[src/rtl/md5_pkg.sv]
`timescale 1ns / 1ps
// ============================================================================
// md5_pkg
// Shared types, constants and round tables for the MD5 digest engine.
// ============================================================================
package md5_pkg;

    localparam logic OP_ABSORB = 1'b0;
    localparam logic OP_FINISH = 1'b1;

    localparam logic [7:0] PAD_MARK = 8'h80;
    localparam logic [5:0] LAST_POS = 6'h3F;
    localparam logic [5:0] LEN_POS  = 6'd56;

    localparam logic [31:0] INIT_A = 32'h67452301;
    localparam logic [31:0] INIT_B = 32'hEFCDAB89;
    localparam logic [31:0] INIT_C = 32'h98BADCFE;
    localparam logic [31:0] INIT_D = 32'h10325476;

    typedef struct packed {
        logic       operation;
        logic [7:0] data_byte;
    } md5_in_t;

    typedef struct packed {
        logic [31:0] digest_word;
        logic [1:0]  word_index;
        logic        last_word;
    } md5_out_t;

    typedef enum logic [2:0] {
        ST_IDLE,
        ST_PAD,
        ST_LOAD,
        ST_ROUND,
        ST_FOLD,
        ST_OUT
    } md5_state_t;

    typedef enum logic [1:0] {
        RET_IDLE,
        RET_PAD,
        RET_OUT
    } md5_ret_t;

    typedef enum logic [1:0] {
        WSEL_DATA,
        WSEL_MARK,
        WSEL_ZERO,
        WSEL_LEN
    } md5_wsel_t;

    typedef struct packed {
        logic       wr_en;
        md5_wsel_t  wr_sel;
        logic [5:0] wr_addr;
        logic       len_inc;
        logic       load;
        logic       round_en;
        logic [5:0] round;
        logic [3:0] rd_addr;
        logic       fold;
        logic       clear;
        logic [1:0] word_sel;
    } md5_cmd_t;

    typedef struct packed {
        logic [5:0] pos;
    } md5_stat_t;

    function automatic logic [3:0] md5_msg_index(input logic [5:0] r);
        logic [8:0] t;
        case (r[5:4])
            2'd0:    t = {3'd0, r};
            2'd1:    t = 9'(r) * 9'd5 + 9'd1;
            2'd2:    t = 9'(r) * 9'd3 + 9'd5;
            default: t = 9'(r) * 9'd7;
        endcase
        return t[3:0];
    endfunction

    function automatic logic [4:0] md5_shift(input logic [5:0] r);
        logic [4:0] s;
        case ({r[5:4], r[1:0]})
            4'd0:    s = 5'd7;
            4'd1:    s = 5'd12;
            4'd2:    s = 5'd17;
            4'd3:    s = 5'd22;
            4'd4:    s = 5'd5;
            4'd5:    s = 5'd9;
            4'd6:    s = 5'd14;
            4'd7:    s = 5'd20;
            4'd8:    s = 5'd4;
            4'd9:    s = 5'd11;
            4'd10:   s = 5'd16;
            4'd11:   s = 5'd23;
            4'd12:   s = 5'd6;
            4'd13:   s = 5'd10;
            4'd14:   s = 5'd15;
            default: s = 5'd21;
        endcase
        return s;
    endfunction

    function automatic logic [31:0] md5_k(input logic [5:0] r);
        logic [31:0] k;
        case (r)
            6'd0:    k = 32'hd76aa478;
            6'd1:    k = 32'he8c7b756;
            6'd2:    k = 32'h242070db;
            6'd3:    k = 32'hc1bdceee;
            6'd4:    k = 32'hf57c0faf;
            6'd5:    k = 32'h4787c62a;
            6'd6:    k = 32'ha8304613;
            6'd7:    k = 32'hfd469501;
            6'd8:    k = 32'h698098d8;
            6'd9:    k = 32'h8b44f7af;
            6'd10:   k = 32'hffff5bb1;
            6'd11:   k = 32'h895cd7be;
            6'd12:   k = 32'h6b901122;
            6'd13:   k = 32'hfd987193;
            6'd14:   k = 32'ha679438e;
            6'd15:   k = 32'h49b40821;
            6'd16:   k = 32'hf61e2562;
            6'd17:   k = 32'hc040b340;
            6'd18:   k = 32'h265e5a51;
            6'd19:   k = 32'he9b6c7aa;
            6'd20:   k = 32'hd62f105d;
            6'd21:   k = 32'h02441453;
            6'd22:   k = 32'hd8a1e681;
            6'd23:   k = 32'he7d3fbc8;
            6'd24:   k = 32'h21e1cde6;
            6'd25:   k = 32'hc33707d6;
            6'd26:   k = 32'hf4d50d87;
            6'd27:   k = 32'h455a14ed;
            6'd28:   k = 32'ha9e3e905;
            6'd29:   k = 32'hfcefa3f8;
            6'd30:   k = 32'h676f02d9;
            6'd31:   k = 32'h8d2a4c8a;
            6'd32:   k = 32'hfffa3942;
            6'd33:   k = 32'h8771f681;
            6'd34:   k = 32'h6d9d6122;
            6'd35:   k = 32'hfde5380c;
            6'd36:   k = 32'ha4beea44;
            6'd37:   k = 32'h4bdecfa9;
            6'd38:   k = 32'hf6bb4b60;
            6'd39:   k = 32'hbebfbc70;
            6'd40:   k = 32'h289b7ec6;
            6'd41:   k = 32'heaa127fa;
            6'd42:   k = 32'hd4ef3085;
            6'd43:   k = 32'h04881d05;
            6'd44:   k = 32'hd9d4d039;
            6'd45:   k = 32'he6db99e5;
            6'd46:   k = 32'h1fa27cf8;
            6'd47:   k = 32'hc4ac5665;
            6'd48:   k = 32'hf4292244;
            6'd49:   k = 32'h432aff97;
            6'd50:   k = 32'hab9423a7;
            6'd51:   k = 32'hfc93a039;
            6'd52:   k = 32'h655b59c3;
            6'd53:   k = 32'h8f0ccc92;
            6'd54:   k = 32'hffeff47d;
            6'd55:   k = 32'h85845dd1;
            6'd56:   k = 32'h6fa87e4f;
            6'd57:   k = 32'hfe2ce6e0;
            6'd58:   k = 32'ha3014314;
            6'd59:   k = 32'h4e0811a1;
            6'd60:   k = 32'hf7537e82;
            6'd61:   k = 32'hbd3af235;
            6'd62:   k = 32'h2ad7d2bb;
            default: k = 32'heb86d391;
        endcase
        return k;
    endfunction

endpackage

[src/rtl/md5_message_digest_top.sv]
`timescale 1ns / 1ps
// ============================================================================
// md5_message_digest_top
// MD5 digest engine: byte-wide absorb, padding and four-word digest readout.
// ============================================================================
// An absorb transfer writes one byte into the block; the 64th byte of a block
// adds a compression (load, 64 rounds at one round per cycle through the single
// round unit, and the chaining fold), during which no byte is taken. A finish
// transfer writes the padding one byte per cycle up to the end of the block,
// compresses once or twice and then offers the four digest words, index 0
// first, each on its own result transfer. No new item is taken until the last
// digest word has been transferred; the engine then starts over from the
// initial chaining values.
module md5_message_digest_top (
    input  logic              clk,
    input  logic              rst_n,
    input  logic              item_valid,
    output logic              item_ready,
    input  md5_pkg::md5_in_t  item,
    output logic              result_valid,
    input  logic              result_ready,
    output md5_pkg::md5_out_t result
);
    import md5_pkg::*;

    md5_cmd_t    cmd;
    md5_stat_t   stat;
    logic [1:0]  word_index;
    logic [31:0] digest_word;

    md5_ctrl u_ctrl (
        .clk          (clk),
        .rst_n        (rst_n),
        .item_valid   (item_valid),
        .item_ready   (item_ready),
        .operation    (item.operation),
        .result_valid (result_valid),
        .result_ready (result_ready),
        .word_index   (word_index),
        .cmd          (cmd),
        .stat         (stat)
    );

    md5_datapath u_datapath (
        .clk         (clk),
        .rst_n       (rst_n),
        .data_byte   (item.data_byte),
        .cmd         (cmd),
        .stat        (stat),
        .digest_word (digest_word)
    );

    assign result.digest_word = digest_word;
    assign result.word_index  = word_index;
    assign result.last_word   = (word_index == 2'd3);

    assert property (@(posedge clk) disable iff (!rst_n)
        !(item_ready && result_valid))
        else $error("input accepted while digest readout is pending");

    assert property (@(posedge clk) disable iff (!rst_n)
        (result_valid && result_ready && result.last_word) |=> item_ready)
        else $error("engine not idle after final digest word");

    assert property (@(posedge clk) disable iff (!rst_n)
        (result_valid && result_ready && !result.last_word) |=>
        (result_valid && result.word_index == $past(result.word_index) + 2'd1))
        else $error("digest words not delivered in order");

    assert property (@(posedge clk) disable iff (!rst_n)
        (item_valid && item_ready && item.operation == OP_FINISH) |=> !item_ready)
        else $error("finish did not start padding");

endmodule

[src/rtl/md5_ctrl.sv]
`timescale 1ns / 1ps
// ============================================================================
// md5_ctrl
// Sequencer: byte absorb, padding, compression rounds and digest readout.
// ============================================================================
module md5_ctrl (
    input  logic              clk,
    input  logic              rst_n,
    input  logic              item_valid,
    output logic              item_ready,
    input  logic              operation,
    output logic              result_valid,
    input  logic              result_ready,
    output logic [1:0]        word_index,
    output md5_pkg::md5_cmd_t cmd,
    input  md5_pkg::md5_stat_t stat
);
    import md5_pkg::*;

    md5_state_t state_reg, state_next;
    md5_ret_t   ret_reg, ret_next;
    logic [5:0] round_reg, round_next;
    logic [5:0] pad_reg, pad_next;
    logic       len_ok_reg, len_ok_next;
    logic [1:0] word_reg, word_next;

    always_ff @(posedge clk or negedge rst_n)
    begin
        if (!rst_n)
        begin
            state_reg  <= ST_IDLE;
            ret_reg    <= RET_IDLE;
            round_reg  <= '0;
            pad_reg    <= '0;
            len_ok_reg <= 1'b0;
            word_reg   <= '0;
        end
        else
        begin
            state_reg  <= state_next;
            ret_reg    <= ret_next;
            round_reg  <= round_next;
            pad_reg    <= pad_next;
            len_ok_reg <= len_ok_next;
            word_reg   <= word_next;
        end
    end

    always_comb
    begin
        state_next  = state_reg;
        ret_next    = ret_reg;
        round_next  = round_reg;
        pad_next    = pad_reg;
        len_ok_next = len_ok_reg;
        word_next   = word_reg;
        case (state_reg)
            ST_IDLE:
            begin
                if (item_valid)
                begin
                    if (operation == OP_FINISH)
                    begin
                        if (stat.pos == LAST_POS)
                        begin
                            state_next = ST_LOAD;
                            ret_next   = RET_PAD;
                        end
                        else
                        begin
                            state_next  = ST_PAD;
                            pad_next    = stat.pos + 6'd1;
                            len_ok_next = (stat.pos < LEN_POS);
                        end
                    end
                    else if (stat.pos == LAST_POS)
                    begin
                        state_next = ST_LOAD;
                        ret_next   = RET_IDLE;
                    end
                end
            end
            ST_PAD:
            begin
                pad_next = pad_reg + 6'd1;
                if (pad_reg == LAST_POS)
                begin
                    state_next = ST_LOAD;
                    ret_next   = len_ok_reg ? RET_OUT : RET_PAD;
                end
            end
            ST_LOAD:
            begin
                round_next = '0;
                state_next = ST_ROUND;
            end
            ST_ROUND:
            begin
                round_next = round_reg + 6'd1;
                if (round_reg == LAST_POS)
                    state_next = ST_FOLD;
            end
            ST_FOLD:
            begin
                case (ret_reg)
                    RET_PAD:
                    begin
                        state_next  = ST_PAD;
                        pad_next    = '0;
                        len_ok_next = 1'b1;
                    end
                    RET_OUT:
                    begin
                        state_next = ST_OUT;
                        word_next  = '0;
                    end
                    default: state_next = ST_IDLE;
                endcase
            end
            ST_OUT:
            begin
                if (result_ready)
                begin
                    word_next = word_reg + 2'd1;
                    if (word_reg == 2'd3)
                        state_next = ST_IDLE;
                end
            end
            default: state_next = ST_IDLE;
        endcase
    end

    always_comb
    begin
        cmd          = '0;
        cmd.wr_sel   = WSEL_ZERO;
        item_ready   = 1'b0;
        result_valid = 1'b0;
        word_index   = word_reg;
        cmd.word_sel = word_reg;
        cmd.round    = round_reg;
        case (state_reg)
            ST_IDLE:
            begin
                item_ready  = 1'b1;
                cmd.wr_en   = item_valid;
                cmd.wr_addr = stat.pos;
                cmd.wr_sel  = (operation == OP_FINISH) ? WSEL_MARK : WSEL_DATA;
                cmd.len_inc = item_valid && (operation == OP_ABSORB);
            end
            ST_PAD:
            begin
                cmd.wr_en   = 1'b1;
                cmd.wr_addr = pad_reg;
                cmd.wr_sel  = (len_ok_reg && (pad_reg inside {[LEN_POS:LAST_POS]}))
                              ? WSEL_LEN : WSEL_ZERO;
            end
            ST_LOAD:
            begin
                cmd.load    = 1'b1;
                cmd.rd_addr = md5_msg_index(6'd0);
            end
            ST_ROUND:
            begin
                cmd.round_en = 1'b1;
                cmd.rd_addr  = md5_msg_index(round_reg + 6'd1);
            end
            ST_FOLD:
            begin
                cmd.fold = 1'b1;
            end
            ST_OUT:
            begin
                result_valid = 1'b1;
                cmd.clear    = result_ready && (word_reg == 2'd3);
            end
            default: ;
        endcase
    end

endmodule

[src/rtl/md5_datapath.sv]
`timescale 1ns / 1ps
// ============================================================================
// md5_datapath
// Block buffer, bit count, round registers and chaining words.
// ============================================================================
module md5_datapath (
    input  logic               clk,
    input  logic               rst_n,
    input  logic [7:0]         data_byte,
    input  md5_pkg::md5_cmd_t  cmd,
    output md5_pkg::md5_stat_t stat,
    output logic [31:0]        digest_word
);
    import md5_pkg::*;

    logic [7:0]  block_mem [4][16];
    logic [7:0]  rd_q [4];
    logic [63:0] bit_len_reg;
    logic [31:0] chain_reg [4];
    logic [31:0] a_reg, b_reg, c_reg, d_reg;
    logic [7:0]  wr_byte;
    logic [31:0] msg_word;
    logic [31:0] f_val;
    logic [31:0] sum_val;
    logic [63:0] rot_wide;
    logic [31:0] b_new;

    always_comb
    begin
        case (cmd.wr_sel)
            WSEL_DATA: wr_byte = data_byte;
            WSEL_MARK: wr_byte = PAD_MARK;
            WSEL_LEN:  wr_byte = bit_len_reg[{cmd.wr_addr[2:0], 3'b000} +: 8];
            default:   wr_byte = 8'h00;
        endcase
    end

    // byte lanes of the 16-word block, one read address for all lanes
    always_ff @(posedge clk)
    begin
        if (cmd.wr_en)
            block_mem[cmd.wr_addr[1:0]][cmd.wr_addr[5:2]] <= wr_byte;
        for (int l = 0; l < 4; l++)
            rd_q[l] <= block_mem[l][cmd.rd_addr];
    end

    assign msg_word = {rd_q[3], rd_q[2], rd_q[1], rd_q[0]};

    always_comb
    begin
        case (cmd.round[5:4])
            2'd0:    f_val = (b_reg & c_reg) | (~b_reg & d_reg);
            2'd1:    f_val = (b_reg & d_reg) | (c_reg & ~d_reg);
            2'd2:    f_val = b_reg ^ c_reg ^ d_reg;
            default: f_val = c_reg ^ (b_reg | ~d_reg);
        endcase
    end

    assign sum_val  = a_reg + f_val + md5_k(cmd.round) + msg_word;
    assign rot_wide = {sum_val, sum_val} << md5_shift(cmd.round);
    assign b_new    = b_reg + rot_wide[63:32];

    always_ff @(posedge clk)
    begin
        if (cmd.load)
        begin
            a_reg <= chain_reg[0];
            b_reg <= chain_reg[1];
            c_reg <= chain_reg[2];
            d_reg <= chain_reg[3];
        end
        else if (cmd.round_en)
        begin
            a_reg <= d_reg;
            b_reg <= b_new;
            c_reg <= b_reg;
            d_reg <= c_reg;
        end
    end

    always_ff @(posedge clk or negedge rst_n)
    begin
        if (!rst_n)
        begin
            bit_len_reg  <= '0;
            chain_reg[0] <= INIT_A;
            chain_reg[1] <= INIT_B;
            chain_reg[2] <= INIT_C;
            chain_reg[3] <= INIT_D;
        end
        else if (cmd.clear)
        begin
            bit_len_reg  <= '0;
            chain_reg[0] <= INIT_A;
            chain_reg[1] <= INIT_B;
            chain_reg[2] <= INIT_C;
            chain_reg[3] <= INIT_D;
        end
        else
        begin
            if (cmd.len_inc)
                bit_len_reg <= bit_len_reg + 64'd8;
            if (cmd.fold)
            begin
                chain_reg[0] <= chain_reg[0] + a_reg;
                chain_reg[1] <= chain_reg[1] + b_reg;
                chain_reg[2] <= chain_reg[2] + c_reg;
                chain_reg[3] <= chain_reg[3] + d_reg;
            end
        end
    end

    assign stat.pos    = bit_len_reg[8:3];
    assign digest_word = chain_reg[cmd.word_sel];

endmodule

[config.mk]
export PLATFORM = sky130hd
export DESIGN_NAME = md5_message_digest_top
export DESIGN_NICKNAME = d
export VERILOG_FILES = /design/src/rtl/md5_pkg.sv /design/src/rtl/md5_message_digest_top.sv /design/src/rtl/md5_ctrl.sv /design/src/rtl/md5_datapath.sv
export SDC_FILE = /design/constraint.sdc
export NUM_CORES = 2
export LEC_CHECK = 0
export BUFFER_PORTS_ARGS = -buffer_cell sky130_fd_sc_hd__buf_2
export CELL_PAD_IN_SITES_DETAIL_PLACEMENT = 0
export CELL_PAD_IN_SITES_GLOBAL_PLACEMENT = 1
export CORE_UTILIZATION = 37
export DETAILED_ROUTE_END_ITERATION = 7
export PLACE_DENSITY_LB_ADDON = 0.05
export SLEW_MARGIN = 20
export SYNTH_ARGS = -nofsm -noshare
export SYNTH_HDL_FRONTEND = slang
export SYNTH_SLANG_ARGS = --single-unit
[constraint.sdc]
create_clock -name clk -period 9.6 [get_ports clk]
set_input_delay 1.92 -clock clk [delete_from_list [all_inputs] [get_ports clk]]
set_output_delay 1.92 -clock clk [all_outputs]
set_load 0.02 [all_outputs]
==> summary.txt <==
Yosys
  – Post-synthesis sequential element count: 881
  – Post-synthesis area per instance: 9.995 sq um
  – Primary flip-flop cell chosen by synthesis mapping: sky130_fd_sc_hd__edfxtp_1
  – Number of distinct library cells after synthesis: 95
  – Total standard cell area after synthesis: 54,460 sq um
  – Synth top area share: 0.3529
  – Cell taking the most area after synthesis: sky130_fd_sc_hd__edfxtp_1
  – Post-synth EDFFs: 640
  – Synthesized net count: 5,748
  – Cell count after synthesis: 5,449
  – Cells taking the most area after synthesis: sky130_fd_sc_hd__edfxtp_1 35%, sky130_fd_sc_hd__dfrtp_1 6.7%, sky130_fd_sc_hd__mux2i_1 5.0%
  – Warnings, synthesis: 0
  – Share of synthesized flip-flops with an asynchronous set or reset: 0.2372
  – Proportion of synthesized chip area in sequential cells: 0.4621

Detailed routing
  – Total via count in the routed design: 43,623
  – Antenna-violating nets left: 0
  – Detail-routed via count per cell: 5.596
  – Total wirelength of the detailed-routed design: 201,400 um
  – Initial DRC Count: 3,111
  – First drt pass iteration count: 5
  – Average routed wire per standard cell: 25.83 um
  – DRC violation count after routing: 0

GRT
  – First-pass GRT wire length: 294,200 um
  – Maximum number of pins on one net before global-route repair: 177
  – Global route total overflow: 0
  – Antenna violations before repair: 2
  – Global router's overall resource usage: 0.2685
  – Number of global-route vias before repair: 42,673

Worst setup path
  – Type of the setup path with the least slack: reg2reg
  – Critical path startpoint category: register
  – Most used cell, CP: sky130_fd_sc_hd__buf_4
  – Largest stage delay, worst path: 550 ps
  – Worst-path maximum fanout: 8
  – Critical-path cell with the highest stage delay: sky130_fd_sc_hd__fa_2
  – Worst setup EP type: register
  – Data required, critical path: 10,070 ps
  – Arrival time of data at the critical path endpoint: 9850 ps
  – R2r worst-path depth: 39

Clock network
  – Clock-pin slew of the registers on the worst-case setup and hold paths: 60 ps
  – Library cell used as clock root buffer: sky130_fd_sc_hd__clkbuf_16
  – Maximum root-to-sink buffer count: 3
  – Number of buffers inserted during clock tree synthesis: 103
  – CTS tree: yes
  – Later-pin clock latency in the skew report: 730 ps
  – Clock sink count: 881
  – Number of levels in the clock H-tree: 3

Floorplanning
  – Die width: 385.7 um
  – Die outline area: 148,700 sq um
  – I/O pins: 50
  – Number of standard-cell rows in the floorplan: 140
  – Area of the core: 145,900 sq um
  – Starting utilization of the core area: 0.3733
  – Chip height: 385.7 um

Cells and area
  – Count of filler cells inserted in the layout: 14,140
  – Most frequent cells in the layout: 640 x sky130_fd_sc_hd__edfxtp_1, 630 x sky130_fd_sc_hd__nand2_1, 480 x sky130_fd_sc_hd__buf_4
  – Post-Layout Cell Count: 7,796
  – Final standard cell utilization of the core: 0.4428
  – Number of flip-flops under the largest register name: 512
  – Net total in the final layout: 6,088
  – Diodes inserted: 0
  – Most common cell after layout, fill and taps aside: sky130_fd_sc_hd__edfxtp_1
  – Ratio of cells with drive above 1 in the final layout: 0.1830
  – Signed area change from the synthesized netlist to the final layout: 18.64%
  – Final Instance Area: 64,610 sq um

Timing
  – Timing-limited maximum frequency: 106.7 MHz
  – Final setup viols: 0
  – Slew Viols, Final: 0
  – Total Negative Setup Slacks: 0 ps
  – Clock skew: 42.72 ps
  – Final Hold Violating Endpoints: 0
  – Shortest clock period the worst path allows after layout: 9373 ps
  – Transition at the pin with the smallest max-transition slack: 1251 ps
  – Post-route fraction of the period consumed by the critical path: 0.9764
  – Worst relative slew slack: 0.1620

Place
  – Count of input and output buffers: 49
  – Placed Cells: 7,589
  – Hpwl dp: 145,800 um
  – Instance area after placement: 60,130 sq um
  – Final Wtd Congestion: 1.015

Min path
  – Worst hold-check path type: reg2reg
  – Instance count along the most critical hold path: 1

Run status
  – Result of the run: finished, final reports clean

Job
  – Number of max-cap violations: 0
## stage by stage
stage / hold slack, ps / setup WS, ps
finish: 517.4 / 226.6
global route: 538.4 / -62.71
CTS: 512.7 / 6.303
detailed placement: 495.9 / -519.3
global placement: 506.4 / -385.7
floorplan: 465.8 / 21.30
## worst paths after layout
check	startpoint	slack, ps	end
max in group asynchronous	rst_n	6940	u_ctrl.round_reg[5]
worst min register to register	u_datapath.chain_reg[127]	520	u_datapath.chain_reg[127]
worst max register to register	u_ctrl.round_reg[1]	230	u_datapath.b_reg[30]
worst max-delay path	u_ctrl.round_reg[1]	230	u_datapath.b_reg[30]
worst min-delay path	u_datapath.chain_reg[127]	520	u_datapath.chain_reg[127]
min in group asynchronous	rst_n	1200	u_datapath.chain_reg[62]
## what timing repair did
action	CTS	global route
hold buffers	0	0
gates resized for setup	33	150
buffers inserted	1	13
setup endpoints to repair	8	13
pin swaps	4	61
## synth_stat cells (all sizes together), types with 69 or more instances
cell type / n
o21ai: 447
a21oi: 321
clkbuf: 268
mux2i: 275
inv: 250
dfrtp: 145
nand3: 162
nor3: 73
a21o: 69
xnor2: 111
o211ai: 191
xor2: 157
or3: 149
nand2: 645
a31oi: 106
nor2: 390
edfxtp: 640
ha: 219
## cell type report
cell class / instances / area, sq um / area share
multi-input cells: 3986 / 27970 / 0.4328
flip-flops and latches: 881 / 25180 / 0.3898
repair buffers: 563 / 4442 / 0.06874
clock buffers: 131 / 2835 / 0.04388
well taps: 1917 / 2399 / 0.03712
inverters: 254 / 964.7 / 0.01493
clock inverters: 64 / 823.3 / 0.01274
## metal layers
metal,vias to the layer above,share of wire,global-route usage
li1,20738,-,-
met1,21688,0.46,0.3700
met2,964,0.47,0.4380
met3,233,0.039,0.02982
met4,0,0.036,0.08945
met5,-,0,0
## cells by family after synthesis
kind of cell,share of synthesized area
AOI/OAI and AO/OA,0.1680
xor gates and xnor gates,0.04351
adders and majority gates,0.08064
buffers and inverters,0.04066
DFF,0.4621
muxes,0.07094
and+or+nand+nor,0.1341
## critical path: cells and delay by family (launching register included)
family                     cells  cell delay [ps]
xor gates and xnor gates       2              270
AOI/OAI and AO/OA             16             3800
DFF                            1              430
muxes                          4              860
and+or+nand+nor                5             1100
adders and majority gates      6             1830
buffers and inverters          6              800
Power is left out: the tool's default activity adds up to more than one toggle a clock period on the data nets, which glitch-free logic cannot reach.
